`config.mk`:
```
export PLATFORM = sky130hd
export DESIGN_NAME = scratchpad_crc_temperature_check_unit
export DESIGN_NICKNAME = d
export VERILOG_FILES = /design/src/hw/rtl/scc_pkg.sv /design/src/hw/rtl/scc_accum.sv /design/src/hw/rtl/scratchpad_crc_temperature_check_unit.sv
export SDC_FILE = /design/constraint.sdc
export NUM_CORES = 1
export LEC_CHECK = 0
export BUFFER_PORTS_ARGS = -buffer_cell sky130_fd_sc_hd__buf_2
export CORE_ASPECT_RATIO = 0.75
export CORE_MARGIN = 2
export CORE_UTILIZATION = 55
export CTS_CLUSTER_DIAMETER = 150
export DETAILED_ROUTE_END_ITERATION = 12
export PLACE_DENSITY = 0.75
export SYNTH_ARGS = -nofsm -noshare
export SYNTH_HDL_FRONTEND = slang
export SYNTH_SLANG_ARGS = --single-unit
```
`constraint.sdc`:
```
create_clock -name clk_i -period 5.19 [get_ports clk_i]
set_input_delay 0.2595 -clock clk_i [delete_from_list [all_inputs] [get_ports clk_i]]
set_output_delay 0.2595 -clock clk_i [all_outputs]
set_load 0.03 [all_outputs]
```
`src/hw/rtl/scc_pkg.sv`:
```
// shared types, constants and the crc-8 byte update for the scratchpad check
// no dependencies
package scc_pkg;

  localparam int unsigned ScratchpadBytesDef = 9;
  localparam int unsigned IdxW  = 4;
  localparam int unsigned TempW = 17;

  // reflected form of the 1-wire polynomial x^8 + x^5 + x^4 + 1
  localparam logic [7:0] CrcPolyRefl = 8'h8C;

  // upper nibble of the high byte marks a negative reading
  localparam logic [7:0] SignNibbleMask = 8'hF0;

  // one byte into the running crc, eight shift steps
  // (same values as the 256-entry table: 0, 94, 188, 226, ...)
  function automatic logic [7:0] crc8_byte(input logic [7:0] crc, input logic [7:0] data);
    logic [7:0] c;
    c = crc ^ data;
    for (int b = 0; b < 8; b++) begin
      if (c[0]) begin
        c = (c >> 1) ^ CrcPolyRefl;
      end else begin
        c = c >> 1;
      end
    end
    return c;
  endfunction

  // one registered byte on its way into the accumulator
  typedef struct packed {
    logic       valid;
    logic [7:0] data;
  } step_t;

  // what the accumulator reports for the byte in front of it
  typedef struct packed {
    logic                    last;
    logic signed [TempW-1:0] temp;
    logic                    crc_error;
  } result_t;

endpackage

```
`src/hw/rtl/scc_accum.sv`:
```
// running crc, byte count and temperature bytes of one scratchpad
// depends on scc_pkg
module scc_accum #(
  parameter int unsigned SCRATCHPAD_BYTES = scc_pkg::ScratchpadBytesDef
) (
  input  logic             clk_i,
  input  logic             rst_ni,
  input  scc_pkg::step_t   step_i,
  input  logic             take_i,
  output scc_pkg::result_t result_o
);
  import scc_pkg::*;

  localparam logic [IdxW-1:0] LastIdx = IdxW'(SCRATCHPAD_BYTES - 1);

  logic [7:0]      crc_q, crc_d;
  logic [IdxW-1:0] idx_q, idx_d;
  logic [7:0]      low_q, low_d;
  logic [7:0]      high_q, high_d;
  logic [7:0]      crc_next;
  logic            last;

  assign crc_next = crc8_byte(crc_q, step_i.data);
  // a count at or past the end still closes the scratchpad
  assign last     = (idx_q >= LastIdx);

  always_comb begin
    result_o.last      = last;
    result_o.crc_error = (crc_next != 8'h00);
    if (crc_next != 8'h00) begin
      result_o.temp = '0;
    end else if ((high_q & SignNibbleMask) != 8'h00) begin
      result_o.temp = {1'b1, high_q, low_q};
    end else begin
      result_o.temp = {1'b0, high_q, low_q};
    end
  end

  always_comb begin
    crc_d  = crc_q;
    idx_d  = idx_q;
    low_d  = low_q;
    high_d = high_q;
    if (take_i && step_i.valid) begin
      if (last) begin
        crc_d  = '0;
        idx_d  = '0;
        low_d  = '0;
        high_d = '0;
      end else begin
        crc_d = crc_next;
        idx_d = idx_q + 1'b1;
        if (idx_q == '0) begin
          low_d = step_i.data;
        end
        if (idx_q == IdxW'(1)) begin
          high_d = step_i.data;
        end
      end
    end
  end

  always_ff @(posedge clk_i or negedge rst_ni) begin
    if (!rst_ni) begin
      crc_q  <= '0;
      idx_q  <= '0;
      low_q  <= '0;
      high_q <= '0;
    end else begin
      crc_q  <= crc_d;
      idx_q  <= idx_d;
      low_q  <= low_d;
      high_q <= high_d;
    end
  end

endmodule

```
`src/hw/rtl/scratchpad_crc_temperature_check_unit.sv`:
```
// a byte is registered on entry and enters the crc once it is taken from that register;
// the result of a scratchpad is registered when its closing byte is taken from there
// throughput: one byte per cycle, set by the single-byte crc update; a held
// result stalls only the closing byte of the next scratchpad
// reset: asynchronous, active low; clears crc, byte count, stored bytes and valids
// top level, depends on scc_pkg and scc_accum
module scratchpad_crc_temperature_check_unit #(
  parameter int unsigned SCRATCHPAD_BYTES = scc_pkg::ScratchpadBytesDef
) (
  input  logic                             clk_i,
  input  logic                             rst_ni,
  input  logic                             in_valid_i,
  output logic                             in_stall_o,
  input  logic [7:0]                       data_byte_i,
  output logic                             out_valid_o,
  input  logic                             out_stall_i,
  output logic signed [scc_pkg::TempW-1:0] temp_sixteenths_o,
  output logic                             crc_error_o
);
  import scc_pkg::*;

  step_t                   step_q, step_d;
  result_t                 res;
  logic                    out_valid_q, out_valid_d;
  logic signed [TempW-1:0] temp_q, temp_d;
  logic                    err_q, err_d;
  logic                    out_free;
  logic                    take;
  logic                    in_xfer;

  assign out_free   = !out_valid_q || !out_stall_i;
  // only the closing byte needs room in the result register
  assign take       = step_q.valid && (!res.last || out_free);
  assign in_stall_o = step_q.valid && !take;
  assign in_xfer    = in_valid_i && !in_stall_o;

  scc_accum #(
    .SCRATCHPAD_BYTES(SCRATCHPAD_BYTES)
  ) u_accum (
    .clk_i   (clk_i),
    .rst_ni  (rst_ni),
    .step_i  (step_q),
    .take_i  (take),
    .result_o(res)
  );

  always_comb begin
    step_d = step_q;
    if (in_xfer) begin
      step_d.valid = 1'b1;
      step_d.data  = data_byte_i;
    end else if (take) begin
      step_d.valid = 1'b0;
    end
  end

  always_comb begin
    out_valid_d = out_valid_q;
    temp_d      = temp_q;
    err_d       = err_q;
    if (take && res.last) begin
      out_valid_d = 1'b1;
      temp_d      = res.temp;
      err_d       = res.crc_error;
    end else if (out_valid_q && !out_stall_i) begin
      out_valid_d = 1'b0;
    end
  end

  always_ff @(posedge clk_i or negedge rst_ni) begin
    if (!rst_ni) begin
      step_q      <= '0;
      out_valid_q <= 1'b0;
    end else begin
      step_q      <= step_d;
      out_valid_q <= out_valid_d;
    end
  end

  always_ff @(posedge clk_i) begin
    temp_q <= temp_d;
    err_q  <= err_d;
  end

  assign out_valid_o       = out_valid_q;
  assign temp_sixteenths_o = temp_q;
  assign crc_error_o       = err_q;

endmodule

```
Yosys cells after proc, flatten, opt, wreduce, memory -nomap -nowiden
Cells that the tools add are included.
{"block": "totals", "memories": 0, "ram_bits": 0, "elab_cells": 62, "reg_bits": 56, "inputBits": 12, "rom_bits": 0, "latch_bits": 0}
{"block": "classes", "shifts": 0, "n_eq_ne": 1, "n_div": 0, "order_cmp": 1, "bitwise_logic": 9, "reduce_logical": 22, "mul": 0, "n_addsub": 1, "n_mux": 19}
{"cell": "$mux W8", "n": 13}
{"cell": "$not A2 Y3", "n": 8}
{"cell": "$mux W17", "n": 1}
{"cell": "$reduce_bool A8 Y1", "n": 2}
{"cell": "$reduce_bool A2 Y1", "n": 4}
{"cell": "$xor A8 B8 Y8", "n": 1}
{"cell": "$logic_and A1 B1 Y1", "n": 6}
{"cell": "$logic_not A1 Y1", "n": 5}
{"cell": "$add A4 B1 Y4 const B", "n": 1}
{"cell": "$eq A4 B1 Y1 const B", "n": 1}
{"cell": "$ge A4 B4 Y1 const B", "n": 1}
{"cell": "$logic_not A4 Y1", "n": 1}
{"cell": "$mux W1", "n": 4}
{"cell": "$mux W4", "n": 1}
{"cell": "$reduce_and A2 Y1", "n": 2}
{"cell": "$logic_or A1 B1 Y1", "n": 2}

Logic depth before layout (Yosys ltp)
Gate-level depths: netlist (run 1).
{"block": "depth", "depth_word": 18, "ltp_mapped": 6, "mapped_depth_nobuf": 5}

By module
Synthesis (run 1) repeated with hierarchy kept, for this count alone.
{"block": "hier_totals", "cells_unflattened": 214, "area_unflattened_um2": 2578.7}
{"mod": "scc_accum", "instances": 1, "area_per_inst_um2": 1636.6, "seq_area_each_um2": 700.7, "cells_per_inst": 168}
{"mod": "scratchpad_crc_temperature_check_unit", "instances": 1, "area_per_inst_um2": 942.2, "seq_area_each_um2": 790.8, "cells_per_inst": 46}

Worst setup path after synthesis (run 1)
No wires, ideal clock.
{"block": "synth_path", "kind": "reg-to-reg", "startpoint": "reg step_q[2] in the netlist's numbering", "endpoint": "reg err_q (netlist: crc_error_o), data pin", "stages_incl_launch_ff": 6, "t_arrival_ps": 1433, "synth_period_minus_slack_ps": 1683, "path_buffers": 1, "setup_ps": 250, "setup_slack_ps": 3507, "cell_sequence": "dfrtp_1 -> xnor2_2 -> nand4b_1 -> nor4_4 -> buf_6 -> inv_1"}
{"item": "start: declaration", "line": "scratchpad_crc_temperature_check_unit.sv:22", "rtl": "step_t step_q, step_d;"}
{"item": "start signal: assignment", "line": "scratchpad_crc_temperature_check_unit.sv:75", "rtl": "step_q <= step_d;"}
{"item": "end signal: assignment", "line": "scratchpad_crc_temperature_check_unit.sv:82", "rtl": "err_q <= err_d;"}
{"item": "end: declaration", "line": "scratchpad_crc_temperature_check_unit.sv:26", "rtl": "logic err_q, err_d;"}

Final worst setup path (run 1)
{"block": "layout_path", "startpoint": "reg step_q[3] in the netlist's numbering", "endpoint": "reg temp_q[16] (netlist: temp_sixteenths_o[16]), data pin"}
{"block": "layout_between", "elab_chain_cells": 12, "word_cells_on_any_way": 13, "cone_classes": "8 x mux; 4 x bitwise; 1 x reduce/logical"}
{"item": "$xor A8 B8 Y8 (*)", "line": "scc_pkg.sv:19", "rtl": "c = crc ^ data;"}
{"item": "$not A2 Y3 (no line)"}
{"item": "$mux W8 (*) (7 in a row)", "line": "scc_pkg.sv:21", "rtl": "if (c[0]) begin"}
{"item": "$not A2 Y3 (no line) or $mux W8 (tied branches)"}
{"item": "$mux W8 (*)", "line": "scc_pkg.sv:21"}
{"item": "$reduce_bool A8 Y1 (*)", "line": "scc_accum.sv:30", "rtl": "if (crc_next != 8'h00) begin"}
{"item": "end signal: assignment", "line": "scratchpad_crc_temperature_check_unit.sv:81", "rtl": "temp_q <= temp_d;"}
{"item": "end: declaration", "line": "scratchpad_crc_temperature_check_unit.sv:25", "rtl": "logic signed [TempW-1:0] temp_q, temp_d;"}
Every way passes the cells marked *; elsewhere a longest branch is shown, timed or not.
A chain may end at the register's enable or synchronous reset.

==> results.toml, run 1 <==
[synth]
synth_most_common_cell = "dfrtp_1"
syn_nets = 194
ys_ff_latch = 56
syn_area_per_cell_um2 = 14.0
syn_area_mm2 = 0.00250
synthTopCellsByCount = "dfrtp_1 (38), a22o_1 (22), edfxtp_1 (18), and2_1 (16), nand2_1 (16)"
syn_inst = 179
yosysTopAreaCellShare_pct = 38.0
async_flop_share_pct = 67.9
synth_seq_area_share_pct = 59.5
synth_edf_count = 18
ys_top_cells_by_area = "dfrtp_1 (38%), edfxtp_1 (22%), a22o_1 (7.7%), and2_1 (4.0%), mux2_2 (3.6%)"
yosysWarnings = 0
yosys.area.top_type = "dfrtp_1"
synth_ff_type = "dfrtp_1"
ys_types = 33

[sta]
post-route-min-period_ns = 1.96
relSlewSlack_pct = 43.8
fin_crit_sh_pct = 37.9
setup_viol = 0
tightest_slew_ns = 0.843
fin_setup_tns_ns = 0
rsz0062_at_grt = "no"
max_freq_mhz = 509
drv_slew = 0
fin_skew_ns = 0.00470
finalHoldViolCount = 0

[setup_path]
critPathRequiredTime_ns = 5.38
arrival_ns = 2.15
r2r_start = "step_q[3]$_DFFE_PN0P_"
r2r_cells = 4
worst-path-max-fanout = 18
critical_path_class = "flop to flop"
crit_path_end_kind = "flop"
start_kind = "flop"
timing.rr.end = "temp_sixteenths_o[16]$_SDFFCE_PP0P_"
r2r_slack_ns = 3.23

[floorplan]
num_rows = 21
io_pins = 32
start_util_pct = 56.7
core_area_mm2 = 0.00441
die_area_mm2 = 0.00512
die_w_um = 81.9
die_h_um = 62.4

[place]
globalplace.congestion = 0.793
placed_area_mm2 = 0.00270
numPortBuffers = 31
hpwlAfterDp_mm = 2.88

[clock_network]
cts_tree = "built"
cts_max_level = 2
post_cts_buffers = 0
cts.repair.resized = 0
cts_max_path_buffers = 2
worstSkewPairLatency_ns = 0.31
root_buffer = "clkbuf_8"
cts.reportedPaths.clkPinSlew_ns = 0.10
cts_sinks = 56
cts.hold.buffers_added = 0
numCtsBuffers = 5

[routing]
avgRoutedWirePerCell_um = 15.2
route.detailed.drc = 0
vias = 1422
first_pass_iters = 4
ant_nets = 0
drt-initial-drc-count = 103
wirelength_mm = 4.09
via_per_inst = 5.29

[pwr]
intPower_mw = 0.990
peakVddDrop_mv = 0.290
swShare_pct = 35.1
pwr-share-seq_pct = 44.4
power.switching_mw = 0.535
total_power_mw = 1.53
p_leak_nw = 1.26
p_clk_share_pct = 15.4
p_comb_share_pct = 40.2
power_density_mw_per_mm2 = 547

[global_route]
grt_use_met1_pct = 28.9
grt_max_degree = 39
grt_pass1_wl_mm = 6.90
grt_busiest_layer = "met1"
grt_pass1_vias = 1328
grt_use_met3_pct = 7.23
grt_usage_pct = 18.4
gr-total-overflow = 0
use_met2_pct = 24.0
antenna_found_initial = 0

[worst_hold_path]
hold_path_class = "input port to async pin"

[finish]
fin_nets = 226
fin_area_mm2 = 0.00279
antenna_cells = 0
layout-drive-gt1-share_pct = 26.4
syn_to_final_growth_pct = 11.3

[status]
run_status = "finished, final reports clean"

[job]
maxCapViolations = 0
## state kept, by name, summed over array words and instances, names as in the netlist
register	count
crc_error_o	1
out_valid_o	1
step_q	9
temp_sixteenths_o	17
u_accum.crc_q	8
u_accum.high_q	8
u_accum.idx_q	4
u_accum.low_q	8
## worst max-delay path: stages (launching register included)
cell and delay, ns:
dfrtp_1 0.45, xnor2_1 0.29, nand4b_1 0.20, nor4_4 0.64, o41a_2 0.26
## metal layers
metal / vias to the layer above / wire (um)
met5: - / 0
met4: 0 / 27
met3: 4 / 185
met2: 31 / 1820
met1: 685 / 2060
li1: 702 / -
## cell families after synthesis
group | synth area share [%]
AO/OA/AOI/OAI | 10.5
AND/OR/NAND/NOR | 10.5
adder cells (fa/ha/maj) | 1.50
multiplexers | 4.00
flip-flops | 59.5
XOR/XNOR | 11.9
buffers and inverters | 2.00
## metrics by stage
step           instances  setup WS (ns)  hold WS [ns]  utilization [%]
4_1_cts              269           3.20        0.0664             63.2
3_5_place_dp         261           3.23         0.406             61.2
5_1_grt              269           3.02         0.101             63.2
2_1_floorplan        179           3.51       -0.0361                -
3_3_place_gp         261           3.24         0.394             61.2
6_report             269           3.23        0.0496             63.2
## worst max-delay path by stage
stage	to	start	slack (ns)
floorplan	crc_error_o$_DFFE_PP_	step_q[2]$_DFFE_PN0P_	3.51
global placement	temp_sixteenths_o[16]$_SDFFCE_PP0P_	step_q[3]$_DFFE_PN0P_	3.24
detailed placement	temp_sixteenths_o[16]$_SDFFCE_PP0P_	step_q[3]$_DFFE_PN0P_	3.23
CTS	temp_sixteenths_o[16]$_SDFFCE_PP0P_	step_q[3]$_DFFE_PN0P_	3.20
global route	temp_sixteenths_o[16]$_SDFFCE_PP0P_	step_q[3]$_DFFE_PN0P_	3.02
finish	temp_sixteenths_o[16]$_SDFFCE_PP0P_	step_q[3]$_DFFE_PN0P_	3.23
## cell usage in the layout (no fill, tap or decap), types with 2 or more instances in the layout
master	Yosys	routed
nand2b_1	2	2
o21ai_0	5	5
nand2_1	16	16
and3_1	3	3
nand3_1	2	2
edfxtp_1	18	18
inv_1	5	5
buf_2	1	31
a22o_1	22	22
xnor2_2	3	3
xor2_1	5	5
xnor2_1	8	8
nor2_1	3	3
dfrtp_1	38	38
ha_1	3	3
xnor3_1	3	3
and2_1	16	16
mux2_2	8	8
clkbuf_8	0	5
## final cells by class
type | instances | area, um^2
sequential | 56 | 1490
clock inverter | 2 | 16.3
timing repair buffer | 31 | 155
fill | 329 | 1630
clock buffer | 6 | 72.6
tap | 57 | 71.3
multi-input combinational | 112 | 963
inverter | 5 | 18.8
## power by group through the flow
stage | logic [mW] | clock network, mW | registers [mW]
after floorplan | 0.496 | 0 | 0.681
after global placement | 0.601 | 0 | 0.682
after detailed placement | 0.611 | 0 | 0.687
after CTS | 0.618 | 0.243 | 0.677
after global routing | 0.685 | 0.264 | 0.693
final | 0.614 | 0.235 | 0.677
Note: power is estimated with default switching activity, not from simulation.
==> inputs of run 2 (changes only) <==
Settings changed: ABC_AREA from default to 1.
Clock period 5.19 ns to 2 ns, I/O delays scaled along.
==> run 2 against run 1 <==
  * Cell count rose by 57%
  * Hold slack got worse by 0.035 ns
  * Highest routed layer unchanged
  * Critical path type unchanged
  * Global-route usage rose by 2.9 points
  * Sequential share of layout area fell by 6.9 points
  * Critical endpoint is now crc_error_o$_DFFE_PP_
  * Sequential power rose to 2.5 times the previous value
  * Power rose to 3.1 times the previous value
  * Synthesized cell count rose by 78%
==> results.toml, run 2 <==
[routing]
wirelength_mm = 5.62
drt-initial-drc-count = 180
avgRoutedWirePerCell_um = 13.4
ant_nets = 0
route.detailed.drc = 0
via_per_inst = 5.25
first_pass_iters = 4
vias = 2210

[synth]
yosysTopAreaCellShare_pct = 34.2
async_flop_share_pct = 67.9
synth_seq_area_share_pct = 53.7
yosysWarnings = 0
synth_edf_count = 18
syn_nets = 333
syn_area_per_cell_um2 = 8.74
syn_inst = 318
ys_top_cells_by_area = "dfrtp_1 (34%), edfxtp_1 (19%), nand2_1 (13%), inv_1 (4.3%), nor3_2 (3.6%)"
synth_ff_type = "dfrtp_1"
yosys.area.top_type = "dfrtp_1"
ys_ff_latch = 56
synthTopCellsByCount = "nand2_1 (98), dfrtp_1 (38), inv_1 (32), nor2_1 (21), o21ai_0 (19)"
synth_most_common_cell = "nand2_1"
syn_area_mm2 = 0.00278
ys_types = 25

[global_route]
grt_usage_pct = 21.4
grt_max_degree = 39
gr-total-overflow = 0
antenna_found_initial = 0
grt_pass1_wl_mm = 9.34
grt_pass1_vias = 1997

[place]
numPortBuffers = 31
dp_cells = 406
globalplace.congestion = 0.898
hpwlAfterDp_mm = 3.95
dp_slack_ns = 0.136

[pwr]
total_power_mw = 4.75
swShare_pct = 47.6
peakVddDrop_mv = 0.906
p_clk_share_pct = 13.6
power_density_mw_per_mm2 = 1480
pwr-share-seq_pct = 36.3
p_leak_nw = 1.55
p_comb_share_pct = 50.2
power.switching_mw = 2.26
intPower_mw = 2.49

[clock_network]
worstSkewPairLatency_ns = 0.32
cts_sinks = 56
cts.reportedPaths.clkPinSlew_ns = 0.10
numCtsBuffers = 5
cts_max_path_buffers = 2
root_buffer = "clkbuf_8"
cts_tree = "built"
cts_max_level = 2

[setup_path]
timing.rr.end = "crc_error_o$_DFFE_PP_"
r2r_cells = 11
r2r_start = "u_accum.crc_q[0]$_DFFE_PN0P_"
crit_end = "crc_error_o$_DFFE_PP_"
arrival_ns = 1.91
critical_path_class = "flop to flop"
crit_path_end_kind = "flop"
startpoint = "u_accum.crc_q[0]$_DFFE_PN0P_"
worst-path-max-fanout = 6
r2r_slack_ns = 0.13
critPathRequiredTime_ns = 2.04
start_kind = "flop"

[worst_hold_path]
hold_path_class = "input port to flop"

[floorplan]
die_w_um = 86.1
die_h_um = 65.6
num_rows = 22
die_area_mm2 = 0.00564
core_area_mm2 = 0.00487
start_util_pct = 57.0
io_pins = 32

[sta]
setup_slack_ns = 0.132
fin_crit_sh_pct = 93.4
setup_viol = 0
tightest_slew_ns = 0.850
drv_slew = 0
max_freq_mhz = 535
relSlewSlack_pct = 43.1
post-route-min-period_ns = 1.87
fin_setup_tns_ns = 0
finalHoldViolCount = 0
fin_skew_ns = 0.0125

[job]
maxCapViolations = 0

[finish]
largest_reg_flops = 17
layout-drive-gt1-share_pct = 26.3
final_cells = 421
final_cell_mix = "nand2_1 (96), dfrtp_1 (38), inv_1 (32)"
layout_commonest_cell = "nand2_1"
fin_nets = 375
syn_to_final_growth_pct = 15.3
antenna_cells = 0

[status]
run_status = "finished, final reports clean"
run 2: power groups by stage:
stage	clock, mW	sequential [mW]	combinational, mW
finish	0.645	1.72	2.38
global route	0.710	1.77	2.67
CTS	0.657	1.72	2.19
detailed placement	0	1.74	2.18
global placement	0	1.73	2.14
floorplan	0	1.82	1.63
run 2: layer usage:
metal | wire length (um) | vias to the layer above | track usage (%)
met5 | 0 | - | 0
met4 | 75 | 0 | 4.17
met3 | 251 | 8 | 4.15
met2 | 2510 | 49 | 33.8
met1 | 2790 | 1047 | 31.0
li1 | - | 1106 | -
run 2: metrics by stage:
| step | area (um^2) | util, % | hold WS (ns) |
|---|---|---|---|
| after floorplan | 2780 | - | -0.196 |
| after global placement | 3000 | 61.5 | 0.250 |
| after CTS | 3100 | 63.7 | 0.0136 |
| after global routing | 3200 | 65.7 | 0.0300 |
| after detailed placement | 3000 | 61.5 | 0.254 |
| final | 3200 | 65.7 | 0.0144 |
run 2: how the worst min path moves through the flow:
stage                           start                       to  slack (ns)  cells past startpoint
after floorplan                rst_ni  out_valid_o$_DFFE_PN0P_       -0.20                      0
after global placement         rst_ni    step_q[3]$_DFFE_PN0P_        0.25                      1
after detailed placement       rst_ni    step_q[3]$_DFFE_PN0P_        0.25                      1
after CTS                 out_stall_i  out_valid_o$_DFFE_PN0P_        0.01                      3
after global routing      out_stall_i  out_valid_o$_DFFE_PN0P_        0.03                      3
final                     out_stall_i  out_valid_o$_DFFE_PN0P_        0.01                      3
run 2: critical path: stages (launching register included):
cell and delay, ns:
dfrtp_1 0.40, inv_1 0.10, nand2_1 0.07, nand2_2 0.12
nand2_2 0.09, nand2_2 0.11, nand3_1 0.09, nand2_2 0.11
nand3_2 0.11, nor2_4 0.12, buf_4 0.15, nand4_1 0.13
run 2: logic make-up after synthesis:
family / synth area share [%]
adder cells (fa/ha/maj): 1.35
flip-flops: 53.7
XOR/XNOR: 1.22
buffers and inverters: 7.02
AO/OA/AOI/OAI: 7.07
AND/OR/NAND/NOR: 29.7
run 2: area by class of cell:
cell class / instances / area [um^2]
Fill cell: 395 / 1670
Multi-Input combinational cell: 216 / 1160
Sequential cell: 56 / 1490
Clock buffer: 5 / 68.8
Timing Repair Buffer: 40 / 225
Clock inverter: 3 / 26.3
Tap cell: 60 / 75.1
Inverter: 41 / 154
run 2: what timing repair did:
item / in CTS / in global routing
hold buffers: 1 / 0
setup endpoints to repair: 0 / 15
endpoints found under the hold margin: 38 / 0
gates resized for setup: 0 / 9
setup buffers: 0 / 4
